## src/ohs_ram.sv

```systemverilog
// ----------------------------------------------------------------------------
// Generic RAM
// One write port and one read port with registered read data.
// ----------------------------------------------------------------------------
module ohs_ram #(
	parameter int WIDTH = 32,
	parameter int DEPTH = 64
) (
	input  logic                     clk,
	input  logic                     we,
	input  logic [$clog2(DEPTH)-1:0] waddr,
	input  logic [WIDTH-1:0]         wdata,
	input  logic [$clog2(DEPTH)-1:0] raddr,
	output logic [WIDTH-1:0]         rdata
);

	logic [WIDTH-1:0] mem [DEPTH];

	// Write port and registered read port.
	always_ff @(posedge clk) begin
		if (we) begin
			mem[waddr] <= wdata;
		end
		rdata <= mem[raddr];
	end

endmodule

```

## config.mk

```make
export PLATFORM = sky130hd
export DESIGN_NAME = ohs_ram
export DESIGN_NICKNAME = d
export VERILOG_FILES = /design/src/ohs_ram.sv
export SDC_FILE = /design/constraint.sdc
export NUM_CORES = 2
export LEC_CHECK = 0
export BUFFER_PORTS_ARGS = -buffer_cell sky130_fd_sc_hd__buf_2
export CAP_MARGIN = 20
export CORE_UTILIZATION = 30
export DETAILED_ROUTE_END_ITERATION = 8
export PLACE_DENSITY = 0.46
export RECOVER_POWER = 25
export SYNTH_ARGS = -nofsm -noshare
export SYNTH_HDL_FRONTEND = slang
export SYNTH_SLANG_ARGS = --single-unit
export TNS_END_PERCENT = 100
```

## constraint.sdc

```tcl
create_clock -name clk -period 12 [get_ports clk]
set_input_delay 2.4 -clock clk [delete_from_list [all_inputs] [get_ports clk]]
set_output_delay 2.4 -clock clk [all_outputs]
set_load 0.05 [all_outputs]
```

==> metrics.txt <==
setup TNS 0 ps; Remaining Overflow, GRT 0; Cells on Worst Hold Path 4; critical path required time 12730 ps; Worst Tran Pin Value 3158 ps; R2R Path Start mem[47][31]$_DFFE_PP_; Worst Hold Class register to register; worst hold endpoint rdata[4]$_DFF_P_; P&R area growth vs syn 16.00%; Die X 513.6 um; Worst IR Drop VDD 0.1434 mV; Detail Route Antenna Nets 0; number of core rows 187; Remaining DRCs 0; post-cts sizing count 0; area fraction of the dominant cell type after synthesis 78.33%; fin crit share 46.06%; Fin Clk Skew 39.89 ps; Post-synth top cells edfxtp_1, mux4_2, nor2_1; WS Path Type input port to register; largest net degree at the start of global routing 108; hold path startpoint mem[12][4]$_DFFE_PP_; Hold Buf Count CTS 0; Crit-path slowest cell buf_4; vias in the first global route 37940; average size of a mapped cell 23.62 um^2; CTS tree yes; cells along the critical path buf_8 -> buf_12 -> buf_4 -> mux4_2 -> mux4_2 -> o22ai_1 -> nor2_1; LEAKAGE 27.74 nW; cts bufs inserted 218; crit path capture type register; DRT iter0 DRCs 3740; CTS H-tree depth 4; Final min period 5528 ps; number of unique standard cell types used by synthesis 34; critical path arrival 6260 ps; Die Footprint 263800 um^2; first-pass GRT wire length 315.8 mm; Area contributors post-synth edfxtp_1, mux4_2, mux2i_1, dfxtp_1, o22ai_1; Seq cells post-synth 2080; EDFF count, synth 2048; CTS sink count 2080; final setup violating endpoints 0; clk buf depth 3; final-layout fill cell count 23880; via count 36620; number of setup buffers added after CTS 0; failing checks max-capacitance violations, max-slew violations; nets@finish 3624; core area 259900 um^2; I/O pins 78; Reg2Reg Depth 4; Syn Inst Count 3324; Pre-Repair DR Iteration Count 5; status complete, but fails checks; cell area after synthesis 78520 um^2; worst relative slew slack -110.5%; pwr dens 171.6 nW/um^2; Final Core Density 35.04%; Placement Cell Area 83970 um^2; Clock Root Buffer clkbuf_16; Crit path largest cell delay 840 ps; layout cells sized above 1 29.16%; DIE HEIGHT 513.6 um; GRT Util Overall 17.34%; post-synth net total 3370; most frequent CP cell mux4_2; most common cell in the netlist edfxtp_1; unrepaired setup endpoints after global routing false; Routed WL per cell 31.45 um; R2R setup slack 9650 ps; Final HPWL DP 124.0 mm; max cap viols 24; fin. max-slew vios 1405; crit start category input port; cell taking the most area after synthesis edfxtp_1; final instance area 91080 um^2; Hold Fails Final Rpt 0; RePlAce Congestion 0.7434; Synth warnings 0; dominant synthesized flop cell edfxtp_1; WL final 228.8 mm; Worst Path Max Fanout 81; Worst R2R End rdata[31]$_DFF_P_; Clock transition at path regs 60 ps; Post-synth ARST share 0%; Initial Util 30.20%; worst-skew pair later-pin latency 870 ps; initial antenna violation count 27; Vias/cell 5.032; IO buf count 77; f_max 180.9 MHz; register area share after synthesis 79.14%
-- layout by cell type (no fill, tap or decap), types with 14 or more instances in the layout --
cell type  instances
nor2b_1           14
a21oi_1           62
nor2_4            62
o22ai_1           84
o221ai_1          27
mux4_2           544
nor2_1            75
dfxtp_1           32
clkbuf_16        219
buf_4            110
clkinv_2          29
mux2i_1           93
clkbuf_8          14
edfxtp_1        2048
nand2_1           26
buf_2             60
clkbuf_1          95
bufinv_16         19
clkinv_1          48
-- sequential cells by signal, indices dropped and copies added, names as in the netlist --
name   count
rdata     32
mem     2048
-- cell families (layout without fill, tap and decap cells) --
group	Yosys count	after routing	share of synthesized area, %
other	0	11	0
muxes	637	637	16.79
buffers and inverters	182	627	1.128
and+or+nand+nor	223	223	1.265
AOI/OAI and AO/OA	202	202	1.673
DFF	2080	2080	79.14
-- power by group --
group | switching [W] | internal (W)
Clock | 0.00287 | 0.00387
Combinational | 0.000516 | 0.000261
Sequential | 0.0000516 | 0.00806
Total | 0.00344 | 0.0122
-- per-layer routing --
layer | GRT usage (%) | share of wire (%) | vias up
met2 | 28.29 | 49 | 1135
met4 | 5.521 | 3.2 | 12
met1 | 23.50 | 42 | 20320
li1 | - | - | 14830
met5 | 0 | 0.035 | -
met3 | 3.022 | 5.8 | 315
-- how the worst max path moves through the flow --
stage | start | to | depth (start not counted)
floorplan | waddr[3] | mem[48][0]$_DFFE_PP_ | 4
global placement | raddr[0] | rdata[3]$_DFF_P_ | 7
detailed placement | raddr[0] | rdata[3]$_DFF_P_ | 7
CTS | raddr[0] | rdata[3]$_DFF_P_ | 7
global route | raddr[0] | rdata[3]$_DFF_P_ | 7
finish | raddr[0] | rdata[23]$_DFF_P_ | 7
-- final cells by class --
class	count	area, um^2	share of cell area [%]
multi-input cells	1062	15970	17.54
well taps	3496	4374	4.803
repair buffers	216	1405	1.543
clock inverters	121	1270	1.394
flip-flops and latches	2080	62140	68.23
clock buffers	290	5887	6.464
diodes	11	27.53	0.03022
-- stage by stage --
step	worst slack, ps	power (W)	hold WS (ps)	cells
6_report	6472	0.01562	749.0	7276
5_1_grt	6228	0.01607	811.4	7270
4_1_cts	6359	0.01579	746.0	7257
3_5_place_dp	5423	0.009056	725.4	6846
3_3_place_gp	5433	0.009051	705.3	6844
2_1_floorplan	6440	0.008659	663.2	3324
-- critical path: cells and delay by family --
| family | cells | cell delay (ps) |
|---|---|---|
| AO/OA/AOI/OAI | 1 | 480 |
| buffers and inverters | 3 | 1820 |
| multiplexers | 2 | 1050 |
| AND/OR/NAND/NOR | 1 | 110 |
Note: power is estimated with default switching activity, not from simulation.
