**src/ohs_pkg.sv**
```systemverilog
// ----------------------------------------------------------------------------
// Ordered hash set package
// Shared types and codes for the ordered hash set block.
// ----------------------------------------------------------------------------
package ohs_pkg;

	// Request codes.
	localparam logic [1:0] REQ_ADD    = 2'd0;
	localparam logic [1:0] REQ_REMOVE = 2'd1;
	localparam logic [1:0] REQ_GET    = 2'd2;
	localparam logic [1:0] REQ_SIZE   = 2'd3;

	// Result status codes.
	localparam logic [2:0] ST_ADDED   = 3'd0;
	localparam logic [2:0] ST_PRESENT = 3'd1;
	localparam logic [2:0] ST_REMOVED = 3'd2;
	localparam logic [2:0] ST_ABSENT  = 3'd3;
	localparam logic [2:0] ST_ITEM    = 3'd4;
	localparam logic [2:0] ST_BADPOS  = 3'd5;
	localparam logic [2:0] ST_FULL    = 3'd6;
	localparam logic [2:0] ST_NULL    = 3'd7;

	// Slot state codes.
	localparam logic [1:0] SLOT_EMPTY = 2'd0;
	localparam logic [1:0] SLOT_LIVE  = 2'd1;
	localparam logic [1:0] SLOT_TOMB  = 2'd2;

	// Configuration register indexes.
	localparam int unsigned REG_FILL  = 0;
	localparam int unsigned REG_REUSE = 1;

	// Golden-ratio multiplier for the home slot.
	localparam logic [31:0] HASH_MULT = 32'h9E37_79B1;

	localparam int unsigned CFG_W = 6;

endpackage

```
**src/ohs_hash.sv**
```systemverilog
// ----------------------------------------------------------------------------
// Home slot hash
// Registered multiply of the key by the golden-ratio constant, low bits kept.
// ----------------------------------------------------------------------------
module ohs_hash #(
	parameter int KEY_BITS = 32,
	parameter int SLOTS    = 64
) (
	input  logic                     clk,
	input  logic [KEY_BITS-1:0]      key,
	output logic [$clog2(SLOTS)-1:0] home_q
);

	localparam int AW = $clog2(SLOTS);

	logic [AW-1:0] prod;

	// Only the low address bits of the product matter, so a narrow product suffices.
	assign prod = AW'(key[AW-1:0] * ohs_pkg::HASH_MULT[AW-1:0]);

	always_ff @(posedge clk) begin
		home_q <= prod;
	end

endmodule

```
**config.mk**
```make
export PLATFORM = sky130hd
export DESIGN_NAME = ohs_hash
export DESIGN_NICKNAME = d
export VERILOG_FILES = /design/src/ohs_pkg.sv /design/src/ohs_hash.sv
export SDC_FILE = /design/constraint.sdc
export NUM_CORES = 1
export LEC_CHECK = 0
export BUFFER_PORTS_ARGS = -buffer_cell sky130_fd_sc_hd__buf_4
export CORE_AREA = 2 2 39 41
export CTS_CLUSTER_SIZE = 14
export DETAILED_ROUTE_END_ITERATION = 6
export DIE_AREA = 0 0 41 43
export PLACE_DENSITY = 0.58
export SYNTH_ARGS = -nofsm -noshare
export SYNTH_HDL_FRONTEND = slang
export SYNTH_SLANG_ARGS = --single-unit
```
**constraint.sdc**
```tcl
create_clock -name clk -period 1.8 [get_ports clk]
set_input_delay 0.27 -clock clk [delete_from_list [all_inputs] [get_ports clk]]
set_output_delay 0.27 -clock clk [all_outputs]
set_load 0.1 [all_outputs]
```
==> out/qor.yml, run 1 <==
status: "complete, no violations"
power_leakage_nw: 0.138
wire_per_inst_um: 8.41
yosys-top-cells-area: "dfxtp_1 (76%), xnor2_1 (11%), ha_1 (7.9%)"
crit_slowest_cell: "dfxtp_1"
worstMarginPinSlew_ns: 0.284
grt_usage_pct: 5.23
synth_top_area_share_pct: 75.6
yosysTopAreaCell: "dfxtp_1"
relSlewSlack_pct: 81.2
dieWidth_um: 41
max_freq_ghz: 0.902
clkSinkCount: 6
vias_per_cell: 3.02
place_inst: 38
worst_ir_drop_vdd_uv: 343
start_kind: "register"
worstHoldPathType: "in2reg"
path_cells: "buf_4"
rsz0062_at_grt: "false"
syn-instance-count: 10
core_um2: 1380
cts.reportedPaths.clkPinSlew_ns: 0.04
ant_nets: 0
yosys-top-cells-count: "dfxtp_1 (6), xnor2_1 (2), ha_1 (1), xor2_1 (1)"
fill_cells: 156
ys_seq_area_share_pct: 75.6
synth_area_um2: 159
utilization_pct: 21.1
setup_viol_count_final: 0
cp_max_fo: 1
setup_ws_ns: 0.692
drc: 0
grt_max_degree: 4
powerDensity_nw_per_um2: 1360
nNetsFinal: 61
worstPathArrival_ns: 0.84
die_y_um: 43
crit_family: "flip-flops"
rows: 14
syn_nets: 44
design.portCount: 39
cts_resized: 0
antenna_found_initial: 0
min_period_ns: 1.11
cts_max_level: 1
drt-pass1-iter-count: 1
largest_reg_flops: 6
dieArea_um2: 1760
yosysWarnings: 0
holdWs_ns: 0.130
cpPeakStageDelay_ns: 0.31
endpoint_kind: "output pin"
numCtsBuffers: 3
synth_most_common_cell: "dfxtp_1"
grt_pass1_wl_um: 510
cts_root_buf: "clkbuf_4"
drtIter0Drc: 0
area_delta_synth_final_pct: 83.5
holdBufCountCts: 0
post_cts_buffers: 0
tns_ns: 0
top_register: "home_q"
gp_congestion: 0.639
drive_gt1_share_pct: 60.0
postSynthAreaPerCell_um2: 15.9
tritoncts: "done"
top_regs: "home_q x6"
slew_violations: 0
yosysUniqueCellTypes: 4
synth_seq_cells: 6
hold_viol_final: 0
design_area_um2: 292
finalPower_mw: 0.397
synth-edff-count: 0
path_buf_inv: 1
async_reset_ff_share_pct: 0
antenna_cells: 0
dpl_cell_area_um2: 269
portBuffers: 12
grt_overflow: 0
maxCapViolations: 0
min_period_over_period_pct: 61.6
critPathKind: "reg2out"
drt_wl_total_um: 345
final_cells: 41
vias: 124
clk_path_buf_depth: 2
place_ws_ns: 0.808
synth_ff_type: "dfxtp_1"
grt_pass1_vias: 103
worstPathRequired_ns: 1.53
start_util_pct: 11.5
## cell type report
type / count / area, um^2 / area share, %
multi-input cells: 4 / 38.8 / 13.3
clock buffers: 3 / 22.5 / 7.73
flip-flops and latches: 6 / 120 / 41.2
repair buffers: 12 / 90.1 / 30.9
well taps: 16 / 20.0 / 6.87
## final timing paths
path | cells after the start | slack, ns | from | endpoint
setup / recovery | 1 | 0.69 | home_q[3]$_DFF_P_ | home_q[3]
hold / removal | 1 | 0.13 | key[2] | home_q[2]$_DFF_P_
## power by group
part           leakage, nW  switching [mW]  internal, mW
Combinational       0.0736          0.0989        0.0291
Clock               0.0138          0.0455        0.0752
Sequential          0.0506         0.00343         0.145
## routing by layer
metal  up-vias  part of all wire [%]  global-route usage [%]  wire length [um]
met4         0                     0                    4.00                 0
met5         -                     0                       0                 0
li1         61                     -                       -                 -
met1        50                    52                    7.77               180
met3         0                    25                    6.81                86
met2        13                    23                    2.81                79
## layout by cell type (no fill, tap or decap)
cell type,n
buf_4,12
clkbuf_4,3
dfxtp_1,6
ha_1,1
xnor2_1,2
xor2_1,1
## kinds of logic after synthesis
kind of cell	synth area share, %
flops	75.6
fa+ha+maj	7.87
xor+xnor	16.5
(Power assumes the default switching activity.)
==> run 2, diff against run 1 <==
--- a/config.mk
+++ b/config.mk
@@ -10,7 +10,7 @@
 export CTS_CLUSTER_SIZE = 14
 export DETAILED_ROUTE_END_ITERATION = 6
 export DIE_AREA = 0 0 41 43
-export PLACE_DENSITY = 0.58
+export PLACE_DENSITY = 0.6
 export SYNTH_ARGS = -nofsm -noshare
 export SYNTH_HDL_FRONTEND = slang
 export SYNTH_SLANG_ARGS = --single-unit
==> constraint.sdc (replaced) <==
create_clock -name clk -period 0.95 [get_ports clk]
set_input_delay 0.1425 -clock clk [delete_from_list [all_inputs] [get_ports clk]]
set_output_delay 0.1425 -clock clk [all_outputs]
set_load 0.1 [all_outputs]
==> run 2 against run 1 <==
- sequential share of layout area fell by 5.0 points
- non-clock buffer count rose by 2
- total power rose by 97%
- critical endpoint is now home_q[0]
- highest routed layer unchanged
==> out/qor.yml, run 2 (same netlist as run 1, synthesis figures left out) <==
status: "complete, no violations"  # unchanged
hold_viol_final: 0  # unchanged
path_buf_inv: 1  # unchanged
dpl_cell_area_um2: 277  # was 269 um^2
setup_viol_count_final: 0  # unchanged
final_cells: 43  # was 41
clkSinkCount: 6  # unchanged
design.portCount: 39  # unchanged
grt_overflow: 0  # unchanged
ant_nets: 0  # unchanged
hold_start: "key[1]"  # was key[2]
hold_path_end: "home_q[1]$_DFF_P_"  # was home_q[2]$_DFF_P_
switchingPower_mw: 0.281  # was 0.148 mW
tns_ns: 0  # unchanged
top_register: "home_q"  # unchanged
dpl.hpwl_um: 275
area_delta_synth_final_pct: 122  # was 83.5%
critPathKind: "reg2out"  # unchanged
swShare_pct: 35.8  # was 37.2%
drtIter0Drc: 2  # was 0
start_kind: "register"  # unchanged
min_period_ns: 0.912
design_area_um2: 353  # was 292 um^2
max_freq_ghz: 1.10
maxCapViolations: 0  # unchanged
final_cell_mix: "dfxtp_2 (6), buf_4 (6), clkbuf_4 (3), buf_6 (3), buf_8 (3)"  # was buf_4 (12), dfxtp_1 (6), clkbuf_4 (3)
cpPeakStageDelay_ns: 0.32  # was 0.31 ns
tritoncts: "done"  # unchanged
grt_usage_pct: 5.94  # was 5.23%
drt-pass1-iter-count: 2  # was 1
vias_per_cell: 2.88  # was 3.02
dieWidth_um: 41  # unchanged
finalPower_mw: 0.785  # was 0.397 mW
portBuffers: 12  # unchanged
relSlewSlack_pct: 86.5  # was 81.2%
cts_root_buf: "clkbuf_4"  # unchanged
utilization_pct: 25.5  # was 21.1%
grt_max_degree: 4  # unchanged
vias: 124  # unchanged
pwr-share-clk_pct: 28.6  # was 30.4%
min_period_over_period_pct: 96.0
holdPathStages: 1  # unchanged
wire_per_inst_um: 7.81  # was 8.41 um
power_leakage_nw: 0.158  # was 0.138 nW
numCtsBuffers: 3  # unchanged
worstHoldPathType: "in2reg"  # unchanged
wl_met1_um: 173  # was 180 um
gp_congestion: 0.639  # about the same
antenna_found_initial: 0  # unchanged
top_layer: "met3"  # unchanged
pwr-share-seq_pct: 37.3  # was 37.4%
grt_pass1_vias: 129  # was 103
cts.reportedPaths.clkPinSlew_ns: 0.04  # about the same
cp_max_fo: 1  # unchanged
worstPathArrival_ns: 0.77  # was 0.84 ns
core_um2: 1380  # unchanged
die_y_um: 43  # unchanged
pwr-share-comb_pct: 34.1  # was 32.2%
start_util_pct: 11.5  # unchanged
place_inst: 38  # unchanged
powerDensity_nw_per_um2: 2220  # was 1360 nW/um^2
rsz0062_at_grt: "false"  # unchanged
worst_ir_drop_vdd_uv: 484  # was 343 uV
clk_path_buf_depth: 2  # unchanged
crit_slowest_cell: "dfxtp_2"  # was dfxtp_1
met3WireLength_um: 65  # was 86 um
largest_reg_flops: 6  # unchanged
drt_wl_total_um: 336  # was 345 um
grt_pass1_wl_um: 552  # was 510 um
antenna_cells: 0  # unchanged
dieArea_um2: 1760  # unchanged
worstPathRequired_ns: 0.81  # was 1.53 ns
met2_length_um: 97  # was 79 um
cts_max_level: 1  # unchanged
drc: 0  # unchanged
path_cells: "buf_6"  # was buf_4
rows: 14  # unchanged
endpoint_kind: "output pin"  # unchanged
nNetsFinal: 63  # was 61
worstMarginPinSlew_ns: 0.203  # was 0.284 ns
slew_violations: 0  # unchanged
internal_power_mw: 0.504  # was 0.250 mW
drive_gt1_share_pct: 77.8  # was 60.0%
crit_family: "flip-flops"  # unchanged
top_regs: "home_q x6"  # unchanged
post_cts_buffers: 0  # unchanged
[run 2: cell types whose count changed in the layout (fill, tap and decap cells not counted), sizes merged]
cell	change
dlygate4sd3	+2
[run 2: worst max path at each step]
stage / from / to / slack (ns) / cells past startpoint
after floorplan: home_q[0]$_DFF_P_ / home_q[0] / 0.18 / 0
after global placement: key[0] / home_q[5]$_DFF_P_ / 0.10 / 4
after detailed placement: key[0] / home_q[5]$_DFF_P_ / 0.09 / 4
after CTS: home_q[2]$_DFF_P_ / home_q[2] / 0.02 / 1
after global routing: home_q[0]$_DFF_P_ / home_q[0] / 0.005 / 1
final: home_q[0]$_DFF_P_ / home_q[0] / 0.04 / 1
[run 2: repair_timing]
action,in CTS,in global routing
gates cloned,0,0
setup endpoints to repair,6,3
hold buffers,1,1
resized for setup,6,3
hold endpoints to repair,1,1
[run 2: routing by layer]
metal  up-vias  GRT usage, %
met5         -             0
li1         66             -
met4         0          8.00
met3         0          6.28
met1        45          7.77
met2        13          3.44
[run 2: cell type report]
cell class | instances | area (um^2)
well taps | 16 | 20.0
multi-input cells | 4 | 38.8
clock buffers | 3 | 22.5
repair buffers | 14 | 144
fillers | 148 | 1030
flip-flops and latches | 6 | 128
[run 2: per-stage QoR]
stage          hold WS, ns  worst slack (ns)
2_1_floorplan        0.170             0.182
3_3_place_gp         0.249             0.101
3_5_place_dp         0.248            0.0940
4_1_cts            0.00250            0.0179
5_1_grt            0.00954           0.00540
6_report            0.0226            0.0379
[run 2: power by group through the flow]
stage | Clock, mW | Combinational [mW] | Sequential (mW)
after floorplan | 0 | 0.0170 | 0.457
after global placement | 0 | 0.242 | 0.291
after detailed placement | 0 | 0.242 | 0.291
after CTS | 0.238 | 0.259 | 0.291
after global routing | 0.261 | 0.278 | 0.294
final | 0.225 | 0.268 | 0.293
==> run 3, diff against run 2 <==
--- a/config.mk
+++ b/config.mk
@@ -5,12 +5,14 @@
 export SDC_FILE = /design/constraint.sdc
 export NUM_CORES = 1
 export LEC_CHECK = 0
+export ABC_CLOCK_PERIOD_IN_PS = 950
 export BUFFER_PORTS_ARGS = -buffer_cell sky130_fd_sc_hd__buf_4
 export CORE_AREA = 2 2 39 41
 export CTS_CLUSTER_SIZE = 14
 export DETAILED_ROUTE_END_ITERATION = 6
 export DIE_AREA = 0 0 41 43
 export PLACE_DENSITY = 0.6
+export REMOVE_ABC_BUFFERS = 1
 export SYNTH_ARGS = -nofsm -noshare
 export SYNTH_HDL_FRONTEND = slang
 export SYNTH_SLANG_ARGS = --single-unit
==> run 3 against run 2 <==
- via count down 2.4%
- combinational power up 8.6%
- critical path depth unchanged
- setup slack worse by 0.0025 ns
- critical path type unchanged
- critical endpoint is now home_q[2]
==> out/qor.yml, run 3 (same netlist as run 1, synthesis figures left out) <==
design.portCount: 39  # unchanged
grt_pass1_vias: 117  # was 129
swShare_pct: 35.3  # was 35.8%
grt_max_degree: 4  # unchanged
multiInputGateArea_um2: 38.8  # unchanged
antenna_found_initial: 0  # unchanged
met3WireLength_um: 73  # was 65 um
internal_power_mw: 0.523  # was 0.504 mW
die_y_um: 43  # unchanged
tritoncts: "done"  # unchanged
worstPathArrival_ns: 0.77  # about the same
cp_max_fo: 1  # unchanged
slew_violations: 0  # unchanged
worst_ir_drop_vdd_uv: 489  # was 484 uV
maxCapViolations: 0  # unchanged
drt_wl_total_um: 324  # was 336 um
max_freq_ghz: 1.09  # was 1.10 GHz
drive_gt1_share_pct: 59.3  # was 77.8%
crit_slowest_cell: "dfxtp_1"  # was dfxtp_2
wl_met1_um: 146  # was 173 um
min_period_over_period_pct: 96.3  # was 96.0%
start_kind: "register"  # unchanged
drc: 0  # unchanged
drt-pass1-iter-count: 2  # unchanged
pwr-share-clk_pct: 27.8  # was 28.6%
worstPathRequired_ns: 0.81  # about the same
cpPeakStageDelay_ns: 0.33  # was 0.32 ns
worstHoldPathType: "in2reg"  # unchanged
wire_per_inst_um: 7.53  # was 7.81 um
status: "complete, no violations"  # unchanged
mostFrequentLayoutCell: "buf_4"
cts_root_buf: "clkbuf_4"  # unchanged
ant_nets: 0  # unchanged
rows: 14  # unchanged
portBuffers: 12  # unchanged
tns_ns: 0  # unchanged
pwr-share-seq_pct: 36.1  # was 37.3%
clk_path_buf_depth: 2  # unchanged
vias_per_cell: 2.81  # was 2.88
crit_start: "home_q[2]$_DFF_P_"  # was home_q[0]$_DFF_P_
fill_cells: 148  # unchanged
post_cts_buffers: 0  # unchanged
numCtsBuffers: 3  # unchanged
start_util_pct: 11.5  # unchanged
cts_max_level: 1  # unchanged
utilization_pct: 26.7  # was 25.5%
relSlewSlack_pct: 86.6  # was 86.5%
dieWidth_um: 41  # unchanged
dpl.hpwl_um: 282  # was 275 um
nNetsFinal: 63  # unchanged
path_buf_inv: 1  # unchanged
top_layer: "met3"  # unchanged
pwr-share-comb_pct: 36.1  # was 34.1%
worstMarginPinSlew_ns: 0.201  # was 0.203 ns
top_register: "home_q"  # unchanged
setup_viol_count_final: 0  # unchanged
antenna_cells: 0  # unchanged
hold_viol_final: 0  # unchanged
rsz0062_at_grt: "false"  # unchanged
grt_overflow: 0  # unchanged
top_regs: "home_q x6"  # unchanged
regArea_um2: 121  # was 128 um^2
path_cells: "buf_8"  # was buf_6
critPathKind: "reg2out"  # unchanged
switchingPower_mw: 0.285  # was 0.281 mW
gp_congestion: 0.637  # was 0.639
drtIter0Drc: 1  # was 2
power_leakage_nw: 0.167  # was 0.158 nW
grt_pass1_wl_um: 455  # was 552 um
dieArea_um2: 1760  # unchanged
grt_usage_pct: 5.04  # was 5.94%
core_um2: 1380  # unchanged
endpoint_kind: "output pin"  # unchanged
area_delta_synth_final_pct: 132  # was 122%
powerDensity_nw_per_um2: 2190  # was 2220 nW/um^2
crit_family: "flip-flops"  # unchanged
min_period_ns: 0.915  # was 0.912 ns
hold_start: "key[1]"  # unchanged
cts.reportedPaths.clkPinSlew_ns: 0.04  # about the same
met2_length_um: 104  # was 97 um
largest_reg_flops: 6  # unchanged
final_cell_mix: "buf_4 (6), dfxtp_1 (5), clkbuf_4 (3), buf_12 (3)"  # was dfxtp_2 (6), buf_4 (6), clkbuf_4 (3), buf_6 (3), buf_8 (3)
clkSinkCount: 6  # unchanged
vias: 121  # was 124
-- run 3: changes by cell type in the layout (fill, tap and decap cells not counted) --
cell	before	now
buf_6	3	1
buf_12	0	3
dfxtp_1	0	5
buf_8	3	2
dfxtp_2	6	1
-- run 3: worst paths after layout --
| check | end | slack, ns | cells past startpoint |
|---|---|---|---|
| min | home_q[1]$_DFF_P_ | 0.02 | 1 |
| max | home_q[2] | 0.04 | 1 |
-- run 3: per-stage QoR --
| step | instance area (um^2) | setup slack (ns) | power [mW] | cells | hold WS, ns |
|---|---|---|---|---|---|
| 3_5_place_dp | 269 | 0.100 | 0.529 | 38 | 0.253 |
| 3_3_place_gp | 269 | 0.106 | 0.529 | 38 | 0.254 |
| 6_report | 369 | 0.0354 | 0.808 | 43 | 0.0237 |
| 2_1_floorplan | 159 | -0.101 | 0.467 | 10 | 0.170 |
| 4_1_cts | 314 | 0.00504 | 0.784 | 41 | 0.000753 |
| 5_1_grt | 369 | 0.000245 | 0.852 | 43 | 0.00960 |
-- run 3: what timing repair did --
item                       CTS  global route
resized for setup            6             9
hold endpoints to repair     0             2
hold buffers                 0             2
setup endpoints to repair    6             5
-- run 3: per-layer routing --
layer,vias to the layer above,global-route usage [%]
li1,65,-
met1,43,5.84
met2,13,3.13
met3,0,5.24
met4,0,8.00
met5,-,0
-- run 3: final cells by class --
type / instances / share of cell area (%)
Clock buffer: 3 / 6.10
Multi-Input combinational cell: 4 / 10.5
Sequential cell: 6 / 32.9
Tap cell: 16 / 5.42
Timing Repair Buffer: 14 / 45.1
-- run 3: power by group through the flow --
stage,registers (mW),logic [mW],clock network [mW]
2_1_floorplan,0.450,0.0170,0
3_3_place_gp,0.287,0.242,0
3_5_place_dp,0.286,0.243,0
4_1_cts,0.286,0.257,0.241
5_1_grt,0.293,0.300,0.259
6_report,0.292,0.291,0.225
